File: src/hdl/srtd_pkg.sv
// Package with the types and constants of the subtitle row transition detector.
`timescale 1ns / 1ps

package srtd_pkg;

	localparam int MAX_WIDTH  = 4096;
	localparam int MAX_HEIGHT = 4096;

	localparam int POS_W  = 12;
	localparam int SIZE_W = 13;
	localparam int PIX_W  = 8;
	localparam int CNT_W  = 12;

	localparam logic [CNT_W-1:0] CNT_MAX = {CNT_W{1'b1}};

	// Division by three as multiply and shift, exact for sizes up to 4096.
	localparam int DIV3_MUL_W = 12;
	localparam int DIV3_SHIFT = 13;
	localparam logic [DIV3_MUL_W-1:0] DIV3_MUL = 12'd2731;

	localparam logic [SIZE_W-1:0] WIDTH_RESET  = 13'd960;
	localparam logic [SIZE_W-1:0] HEIGHT_RESET = 13'd540;
	localparam logic [PIX_W-1:0]  LEVEL_RESET  = 8'd170;
	localparam logic [CNT_W-1:0]  LIMIT_RESET  = 12'd15;
	localparam logic [CNT_W-1:0]  MINRUN_RESET = 12'd5;

	localparam int ADDR_W = 5;
	localparam int DATA_W = 32;

	typedef enum logic [2:0] {
		REG_FRAME_WIDTH      = 3'd0,
		REG_FRAME_HEIGHT     = 3'd1,
		REG_BINARIZE_LEVEL   = 3'd2,
		REG_TRANSITION_LIMIT = 3'd3,
		REG_MIN_RUN_ROWS     = 3'd4
	} reg_idx_t;

	typedef struct packed {
		logic [SIZE_W-1:0] frame_width;
		logic [SIZE_W-1:0] frame_height;
		logic [PIX_W-1:0]  binarize_level;
		logic [CNT_W-1:0]  transition_limit;
		logic [CNT_W-1:0]  min_run_rows;
	} cfg_t;

endpackage

File: src/hdl/srtd_if.sv
// Valid/ready stream interfaces for pixel requests and row results.
`timescale 1ns / 1ps

interface srtd_pix_if import srtd_pkg::*; ();
	logic             valid;
	logic             ready;
	logic [PIX_W-1:0] gray_pixel;

	modport source (output valid, output gray_pixel, input ready);
	modport sink (input valid, input gray_pixel, output ready);
endinterface

interface srtd_res_if import srtd_pkg::*; ();
	logic             valid;
	logic             ready;
	logic [CNT_W-1:0] row_transitions;
	logic [POS_W-1:0] row_number;
	logic             subtitle_found;
	logic             frame_end;

	modport source (output valid, output row_transitions, output row_number,
		output subtitle_found, output frame_end, input ready);
	modport sink (input valid, input row_transitions, input row_number,
		input subtitle_found, input frame_end, output ready);
endinterface

File: src/hdl/srtd_cfg_regs.sv
// APB-style configuration register file of the subtitle row transition detector.
`timescale 1ns / 1ps

module srtd_cfg_regs import srtd_pkg::*; (
	input  logic              clk,
	input  logic              arst_n,
	input  logic              psel,
	input  logic              penable,
	input  logic              pwrite,
	input  logic [ADDR_W-1:0] paddr,
	input  logic [DATA_W-1:0] pwdata,
	output logic [DATA_W-1:0] prdata,
	output logic              pready,
	output cfg_t              cfg
);

	cfg_t     cfg_q;
	reg_idx_t idx;
	logic     wr_en;

	assign pready = 1'b1;
	assign idx    = reg_idx_t'(paddr[ADDR_W-1:2]);
	assign wr_en  = psel && penable && pwrite;
	assign cfg    = cfg_q;

	always_ff @(posedge clk or negedge arst_n) begin
		if (!arst_n) begin
			cfg_q.frame_width      <= WIDTH_RESET;
			cfg_q.frame_height     <= HEIGHT_RESET;
			cfg_q.binarize_level   <= LEVEL_RESET;
			cfg_q.transition_limit <= LIMIT_RESET;
			cfg_q.min_run_rows     <= MINRUN_RESET;
		end else if (wr_en) begin
			unique case (idx)
				REG_FRAME_WIDTH:      cfg_q.frame_width      <= pwdata[SIZE_W-1:0];
				REG_FRAME_HEIGHT:     cfg_q.frame_height     <= pwdata[SIZE_W-1:0];
				REG_BINARIZE_LEVEL:   cfg_q.binarize_level   <= pwdata[PIX_W-1:0];
				REG_TRANSITION_LIMIT: cfg_q.transition_limit <= pwdata[CNT_W-1:0];
				REG_MIN_RUN_ROWS:     cfg_q.min_run_rows     <= pwdata[CNT_W-1:0];
				default: ;
			endcase
		end
	end

	always_comb begin
		prdata = '0;
		unique case (idx)
			REG_FRAME_WIDTH:      prdata = DATA_W'(cfg_q.frame_width);
			REG_FRAME_HEIGHT:     prdata = DATA_W'(cfg_q.frame_height);
			REG_BINARIZE_LEVEL:   prdata = DATA_W'(cfg_q.binarize_level);
			REG_TRANSITION_LIMIT: prdata = DATA_W'(cfg_q.transition_limit);
			REG_MIN_RUN_ROWS:     prdata = DATA_W'(cfg_q.min_run_rows);
			default:              prdata = '0;
		endcase
	end

endmodule

File: src/hdl/subtitle_row_transition_detector.sv
// Top level of the subtitle row transition detector.
`timescale 1ns / 1ps
// A row result is registered and shown in the cycle after the request of the row's last pixel.
// Throughput: one pixel request per cycle; the only stall is a row's last pixel arriving
// while the previous row result is still untaken.
// Per pixel, one compare, one range check and one increment sit between state registers.
// Reset (arst_n, asynchronous, active low) clears positions, counts, flag and result valid,
// and loads the register defaults 960 x 540, level 170, limit 15, minimum run 5.

module subtitle_row_transition_detector import srtd_pkg::*; (
	input  logic              clk,
	input  logic              arst_n,
	srtd_pix_if.sink          pix_in,
	srtd_res_if.source        res_out,
	input  logic              psel,
	input  logic              penable,
	input  logic              pwrite,
	input  logic [ADDR_W-1:0] paddr,
	input  logic [DATA_W-1:0] pwdata,
	output logic [DATA_W-1:0] prdata,
	output logic              pready
);

	cfg_t cfg;

	srtd_cfg_regs u_cfg (
		.clk     (clk),
		.arst_n  (arst_n),
		.psel    (psel),
		.penable (penable),
		.pwrite  (pwrite),
		.paddr   (paddr),
		.pwdata  (pwdata),
		.prdata  (prdata),
		.pready  (pready),
		.cfg     (cfg)
	);

	// Frame state.
	logic [POS_W-1:0] col_q;
	logic [POS_W-1:0] row_q;
	logic             prev_bin_q;
	logic [CNT_W-1:0] cnt_q;
	logic [CNT_W-1:0] run_q;
	logic             flag_q;

	// Result register; it lets the next row's pixels flow while a result waits.
	logic             res_valid_q;
	logic [CNT_W-1:0] res_cnt_q;
	logic [POS_W-1:0] res_row_q;
	logic             res_flag_q;
	logic             res_end_q;

	logic [SIZE_W-1:0] w_eff;
	logic [SIZE_W-1:0] h_eff;
	logic [SIZE_W+DIV3_MUL_W-1:0] div3_prod;
	logic [POS_W-1:0]  start_col;
	logic [SIZE_W-1:0] stop_col;
	logic [SIZE_W-1:0] col_ext;
	logic [SIZE_W:0]   row_ext;
	logic              bin;
	logic              in_pair;
	logic [CNT_W-1:0]  cnt_new;
	logic              row_end;
	logic              last_row;
	logic              judged;
	logic [CNT_W-1:0]  run_new;
	logic              flag_new;
	logic              accept;

	// Out-of-range sizes are pinned: zero reads as one, anything larger as the maximum.
	always_comb begin
		w_eff = cfg.frame_width;
		if (cfg.frame_width == '0)
			w_eff = SIZE_W'(1);
		else if (cfg.frame_width > SIZE_W'(MAX_WIDTH))
			w_eff = SIZE_W'(MAX_WIDTH);
		h_eff = cfg.frame_height;
		if (cfg.frame_height == '0)
			h_eff = SIZE_W'(1);
		else if (cfg.frame_height > SIZE_W'(MAX_HEIGHT))
			h_eff = SIZE_W'(MAX_HEIGHT);
	end

	// The middle third starts at width/3; the reciprocal multiply gives the exact floor.
	assign div3_prod = (SIZE_W+DIV3_MUL_W)'(w_eff) * (SIZE_W+DIV3_MUL_W)'(DIV3_MUL);
	assign start_col = div3_prod[DIV3_SHIFT +: POS_W];
	assign stop_col  = w_eff - {1'b0, start_col};

	assign col_ext = {1'b0, col_q};
	assign row_ext = {2'b00, row_q};

	// Only a pixel that ends a row needs the result register, so the input is held
	// off just when such a pixel meets a result the sink has not yet taken.
	assign accept       = pix_in.valid && pix_in.ready;
	assign pix_in.ready = !res_valid_q || res_out.ready || !row_end;

	// The pair ending at the current column counts when start < column < stop.
	always_comb begin
		bin     = pix_in.gray_pixel > cfg.binarize_level;
		in_pair = (col_ext > {1'b0, start_col}) && (col_ext < stop_col);
		cnt_new = cnt_q;
		if (in_pair && (bin != prev_bin_q) && (cnt_q != CNT_MAX))
			cnt_new = cnt_q + CNT_W'(1);

		// A column or row at or past the end also closes it, which covers a size
		// shrunk between frames.
		row_end  = (col_ext + SIZE_W'(1)) >= w_eff;
		last_row = (row_ext + (SIZE_W+1)'(1)) >= {1'b0, h_eff};
		judged   = (row_q >= POS_W'(2)) && ((row_ext + (SIZE_W+1)'(3)) <= {1'b0, h_eff});

		// Run tracking: text rows extend the run, any other judged row closes it.
		run_new  = run_q;
		flag_new = flag_q;
		if (judged) begin
			if (cnt_new > cfg.transition_limit) begin
				if (run_q != CNT_MAX)
					run_new = run_q + CNT_W'(1);
			end else begin
				if (run_q >= cfg.min_run_rows)
					flag_new = 1'b1;
				run_new = '0;
			end
		end
	end

	always_ff @(posedge clk or negedge arst_n) begin
		if (!arst_n) begin
			col_q      <= '0;
			row_q      <= '0;
			prev_bin_q <= 1'b0;
			cnt_q      <= '0;
			run_q      <= '0;
			flag_q     <= 1'b0;
		end else if (accept) begin
			if (row_end) begin
				col_q      <= '0;
				cnt_q      <= '0;
				prev_bin_q <= 1'b0;
				if (last_row) begin
					row_q  <= '0;
					run_q  <= '0;
					flag_q <= 1'b0;
				end else begin
					row_q  <= row_q + POS_W'(1);
					run_q  <= run_new;
					flag_q <= flag_new;
				end
			end else begin
				col_q      <= col_q + POS_W'(1);
				cnt_q      <= cnt_new;
				prev_bin_q <= bin;
			end
		end
	end

	// Result valid: set by a row's last pixel, cleared once the sink takes it.
	always_ff @(posedge clk or negedge arst_n) begin
		if (!arst_n) begin
			res_valid_q <= 1'b0;
		end else if (accept && row_end) begin
			res_valid_q <= 1'b1;
		end else if (res_out.ready) begin
			res_valid_q <= 1'b0;
		end
	end

	always_ff @(posedge clk) begin
		if (accept && row_end) begin
			res_cnt_q  <= cnt_new;
			res_row_q  <= row_q;
			res_flag_q <= flag_new;
			res_end_q  <= last_row;
		end
	end

	assign res_out.valid           = res_valid_q;
	assign res_out.row_transitions = res_cnt_q;
	assign res_out.row_number      = res_row_q;
	assign res_out.subtitle_found  = res_flag_q;
	assign res_out.frame_end       = res_end_q;

endmodule

File: src/flat_wrapper.sv
// flat-port wrapper written by rule: the top's interface ports become plain ports
module subtitle_row_transition_detector_flat import srtd_pkg::*;
  (clk, arst_n, psel, penable, pwrite, paddr, pwdata, prdata, pready, pix_in_valid, pix_in_gray_pixel, pix_in_ready, res_out_valid, res_out_row_transitions, res_out_row_number, res_out_subtitle_found, res_out_frame_end, res_out_ready);
  srtd_pix_if pix_in_i ();
  srtd_res_if res_out_i ();
  input  logic clk;
  input  logic arst_n;
  input  logic psel;
  input  logic penable;
  input  logic pwrite;
  input  logic [ADDR_W-1:0] paddr;
  input  logic [DATA_W-1:0] pwdata;
  output logic [DATA_W-1:0] prdata;
  output logic pready;
  input wire logic [$bits(pix_in_i.valid)-1:0] pix_in_valid;
  input wire logic [$bits(pix_in_i.gray_pixel)-1:0] pix_in_gray_pixel;
  output wire logic [$bits(pix_in_i.ready)-1:0] pix_in_ready;
  output wire logic [$bits(res_out_i.valid)-1:0] res_out_valid;
  output wire logic [$bits(res_out_i.row_transitions)-1:0] res_out_row_transitions;
  output wire logic [$bits(res_out_i.row_number)-1:0] res_out_row_number;
  output wire logic [$bits(res_out_i.subtitle_found)-1:0] res_out_subtitle_found;
  output wire logic [$bits(res_out_i.frame_end)-1:0] res_out_frame_end;
  input wire logic [$bits(res_out_i.ready)-1:0] res_out_ready;
  assign pix_in_i.valid = pix_in_valid;
  assign pix_in_i.gray_pixel = pix_in_gray_pixel;
  assign pix_in_ready = pix_in_i.ready;
  assign res_out_valid = res_out_i.valid;
  assign res_out_row_transitions = res_out_i.row_transitions;
  assign res_out_row_number = res_out_i.row_number;
  assign res_out_subtitle_found = res_out_i.subtitle_found;
  assign res_out_frame_end = res_out_i.frame_end;
  assign res_out_i.ready = res_out_ready;
  subtitle_row_transition_detector u_core (.clk(clk), .arst_n(arst_n), .pix_in(pix_in_i), .res_out(res_out_i), .psel(psel), .penable(penable), .pwrite(pwrite), .paddr(paddr), .pwdata(pwdata), .prdata(prdata), .pready(pready));
endmodule
File: config.mk
export PLATFORM = sky130hd
export DESIGN_NAME = subtitle_row_transition_detector_flat
export DESIGN_NICKNAME = d
export VERILOG_FILES = /design/src/hdl/srtd_pkg.sv /design/src/hdl/srtd_if.sv /design/src/hdl/srtd_cfg_regs.sv /design/src/hdl/subtitle_row_transition_detector.sv /design/src/flat_wrapper.sv
export SDC_FILE = /design/constraint.sdc
export NUM_CORES = 1
export LEC_CHECK = 0
export BUFFER_PORTS_ARGS = -buffer_cell sky130_fd_sc_hd__buf_2
export CORE_MARGIN = 2
export CORE_UTILIZATION = 35
export CTS_CLUSTER_SIZE = 10
export DETAILED_ROUTE_END_ITERATION = 16
export GPL_ROUTABILITY_DRIVEN = 0
export GPL_TIMING_DRIVEN = 0
export MAX_ROUTING_LAYER = met4
export PLACE_DENSITY = 0.59
export SKIP_LAST_GASP = 1
export SYNTH_ARGS = -nofsm -noshare
export SYNTH_HDL_FRONTEND = slang
export SYNTH_SLANG_ARGS = --single-unit
File: constraint.sdc
create_clock -name clk -period 16 [get_ports clk]
set_clock_uncertainty 0.05 [all_clocks]
set_input_delay 2.4 -clock clk [delete_from_list [all_inputs] [get_ports clk]]
set_output_delay 2.4 -clock clk [all_outputs]
set_load 0.02 [all_outputs]
==> results.py <==
metrics = {
    "drt": {
        "drc": 0,
        "postRouteAntennaNets": 0,
        "dr.pass1.iters": 5,
        "wl_per_cell_um": 17.3,
        "wirelength_um": 33800,
        "drtIter0Drc": 563,
        "via_per_inst": 5.19,
        "vias": 10100,
    },
    "hold_path": {
        "hp-class": "reg2reg",
    },
    "floorplan": {
        "fp.dieW_um": 195,
        "initial_core_util_pct": 35.7,
        "die_y_um": 195,
        "dieArea_mm2": 0.0379,
        "core_mm2": 0.0357,
        "rows": 69,
        "io_pins": 113,
    },
    "logic_synthesis": {
        "netlist_instances": 1373,
        "avgSynthCellArea_um2": 9.27,
        "seq_area_frac_synth_pct": 27.7,
        "yosys_warnings": 0,
        "yosysTopAreaCell": "ha_1",
        "ys_seq_elements": 135,
        "synth_top_area_share_pct": 18.4,
        "ys_types": 82,
        "synth.area.top_cells": "ha_1 18%, dfrtp_1 18%, fa_1 7.2%, edfxtp_1 6.1%, inv_1 5.2%",
        "netlist_area_mm2": 0.0127,
        "async_reset_ff_share_pct": 80.7,
        "synth_ff_type": "dfrtp_1",
        "synth_edf_count": 26,
    },
    "global_routing": {
        "grt_start_max_net_pins": 80,
        "grt_usage_pct": 18.7,
        "overflow": 0,
        "antenna_found_initial": 1,
        "grt_pass1_wl_um": 54800,
        "grt_pass1_vias": 10500,
    },
    "clock_network": {
        "cts_buffer_depth": 2,
        "clock-sinks": 135,
        "htreeDepth": 4,
        "ctsHoldBuffers": 0,
        "insertion_delay_ns": 0.42,
        "cts-root-buf": "clkbuf_16",
        "cts_buffers": 17,
        "ctsResizeCount": 0,
        "postCtsSetupBuffers": 0,
        "path_clk_slew_ns": 0.06,
        "cts_tree": "built",
    },
    "power": {
        "power_frac_comb_pct": 62.7,
        "ir_drop_uv": 97.7,
        "pwr-share-seq_pct": 21.0,
        "switching_share_pct": 46.0,
        "p_int_w": 0.00124,
        "p_clk_share_pct": 16.3,
        "p_per_area_mw_per_mm2": 160,
        "p_leak_nw": 6.98,
        "p_switching_w": 0.00106,
    },
    "final_layout": {
        "diodes": 0,
        "fillers": 3568,
        "postLayoutCoreUtil_pct": 40.1,
        "final_layout_size_suffix_gt1_share_pct": 13.3,
        "area_growth_pct": 12.4,
        "final_net_count": 1764,
    },
    "critical_path": {
        "rrSetupSlack_ns": 2.40,
        "cp.required_ns": 16.27,
        "critPathSlowestCell": "nor2b_1",
        "r2r-start": "u_core.u_cfg.cfg[57]",
        "crit_end": "u_core.run_q[10]",
        "cp.arrival_ns": 13.87,
        "crit_type": "reg2reg",
        "reg2reg_to": "u_core.run_q[10]",
        "critPathTopFamily": "adder cells",
        "crit_start": "u_core.u_cfg.cfg[57]",
        "cp_max_fo": 10,
        "crit_buf_inv": 8,
        "start_kind": "flip-flop",
        "cp.depth": 50,
        "critPathMaxStageDelay_ns": 0.97,
        "setup.worst_path.end_class": "flip-flop",
        "ff2ff_path_depth": 50,
    },
    "placed_design": {
        "dp_hpwl_um": 26800,
        "portBuffers": 68,
    },
    "timing": {
        "final_hold_viol_count": 0,
        "slew_headroom_pct": 16.0,
        "grt_setup_unrepaired": "no",
        "worst_pin_slew_ns": 1.26,
        "post-route-period-util_pct": 85.0,
        "period_minus_slack_ns": 13.60,
        "tns_ns": 0,
        "fmax_mhz": 73.5,
        "setup_violations": 0,
        "timing.final.max_slew_violations": 0,
    },
    "outcome": {
        "outcome": "finished, final reports clean",
    },
    "run": {
        "maxCapViolations": 0,
    },
}
## cell usage in the layout (no fill, tap or decap), drive strengths merged, types with 6 or more instances in the layout
cell type	n
nor4	8
nand4	21
o21a	16
nand2b	17
a22oi	18
clkbuf	67
nor3b	7
inv	178
conb	20
a21oi	48
clkinv	8
nor3	27
dfrtp	91
nand3	36
xor2	25
edfxtp	26
nor2b	22
mux2	41
and2	12
a2111oi	7
mux2i	9
nand2	106
nor2	53
o21ai	84
or3	8
o31ai	8
and3	19
dfstp	18
xnor2	37
buf	93
a31oi	8
a22o	12
a21o	32
fa	46
or2	6
ha	187
o22ai	10
## power groups by stage
stage / combinational, W / clock [W] / sequential, W
final: 0.00144 / 0.000373 / 0.000482
after global routing: 0.00166 / 0.000393 / 0.000489
after CTS: 0.00145 / 0.000379 / 0.000480
after detailed placement: 0.00144 / 0 / 0.000486
after global placement: 0.00141 / 0 / 0.000485
after floorplan: 0.00108 / 0 / 0.000481
## worst min-delay path by stage
stage                     start                       endpoint  slack [ns]  depth (start not counted)
2_1_floorplan  u_core.row_q[10]  u_core.res_out.row_number[10]        0.37                          0
3_3_place_gp    u_core.row_q[3]   u_core.res_out.row_number[3]        0.38                          0
3_5_place_dp    u_core.row_q[9]   u_core.res_out.row_number[9]        0.38                          0
4_1_cts         u_core.row_q[5]   u_core.res_out.row_number[5]        0.40                          0
5_1_grt         u_core.row_q[5]   u_core.res_out.row_number[5]        0.41                          0
6_report        u_core.row_q[5]   u_core.res_out.row_number[5]        0.40                          0
## synthesized netlist by cell type, types with 7 or more instances
cell / count
a21o_1: 32
a21oi_1: 47
a22o_1: 12
a22oi_1: 18
a31oi_1: 8
and2_1: 11
and3_1: 17
buf_4: 20
clkbuf_1: 43
dfrtp_1: 91
dfstp_2: 18
edfxtp_1: 26
fa_1: 46
ha_1: 187
inv_1: 178
mux2_2: 40
mux2i_1: 9
nand2_1: 106
nand2b_1: 17
nand3_1: 35
nand4_1: 21
nor2_1: 53
nor2b_1: 22
nor3_1: 25
nor3b_1: 7
o21a_1: 16
o21ai_0: 81
o22ai_1: 10
o31ai_1: 8
or3_1: 8
xnor2_1: 37
xor2_1: 25
## flip-flops by register name, summed over array words and instances (netlist names), 12 cells and up
register                        count
u_core.u_cfg.cfg                   58
u_core.cnt_q                       12
u_core.col_q                       12
u_core.res_out.row_number          12
u_core.res_out.row_transitions     12
u_core.row_q                       12
u_core.run_q                       12
## cells by family (layout without fill, tap and decap cells)
family	count (synthesis)	count (layout)	synth area share (%)
AND/OR/NAND/NOR	356	356	14.7
AO/OA/AOI/OAI	285	285	14.9
buffers and inverters	245	346	7.88
adder cells (fa/ha/maj)	237	237	25.9
flip-flops	135	135	27.7
XOR/XNOR	63	63	4.44
multiplexers	50	50	4.34
other	2	20	0.0590
## layout make-up
type,count,area [um2],share of cell area [%]
plain buffers,67,335,2.34
inverters,178,668,4.67
multi-input cells,1011,8260,57.8
clock inverters,8,43.8,0.306
flip-flops and latches,135,3530,24.7
well taps,461,577,4.03
repair buffers,69,374,2.62
clock buffers,24,513,3.59
## routing by layer
layer / track usage [%] / up-vias / wire length (um)
li1: - / 4987 / -
met1: 22.9 / 4887 / 14800
met2: 32.0 / 208 / 16800
met3: 1.98 / 63 / 1070
met4: 7.04 / 0 / 1080
met5: - / - / 0
## stage by stage
step | hold slack, ns | cells | instance area, um2 | setup WS [ns] | power (W)
2_1_floorplan | 0.373 | 1391 | 12800 | 4.80 | 0.00156
3_3_place_gp | 0.383 | 1920 | 13700 | 2.61 | 0.00189
3_5_place_dp | 0.378 | 1921 | 13700 | 2.45 | 0.00192
4_1_cts | 0.396 | 1953 | 14300 | 2.38 | 0.00231
5_1_grt | 0.415 | 1953 | 14300 | 1.28 | 0.00254
6_report | 0.398 | 1953 | 14300 | 2.40 | 0.00229
(Power assumes the default switching activity.)
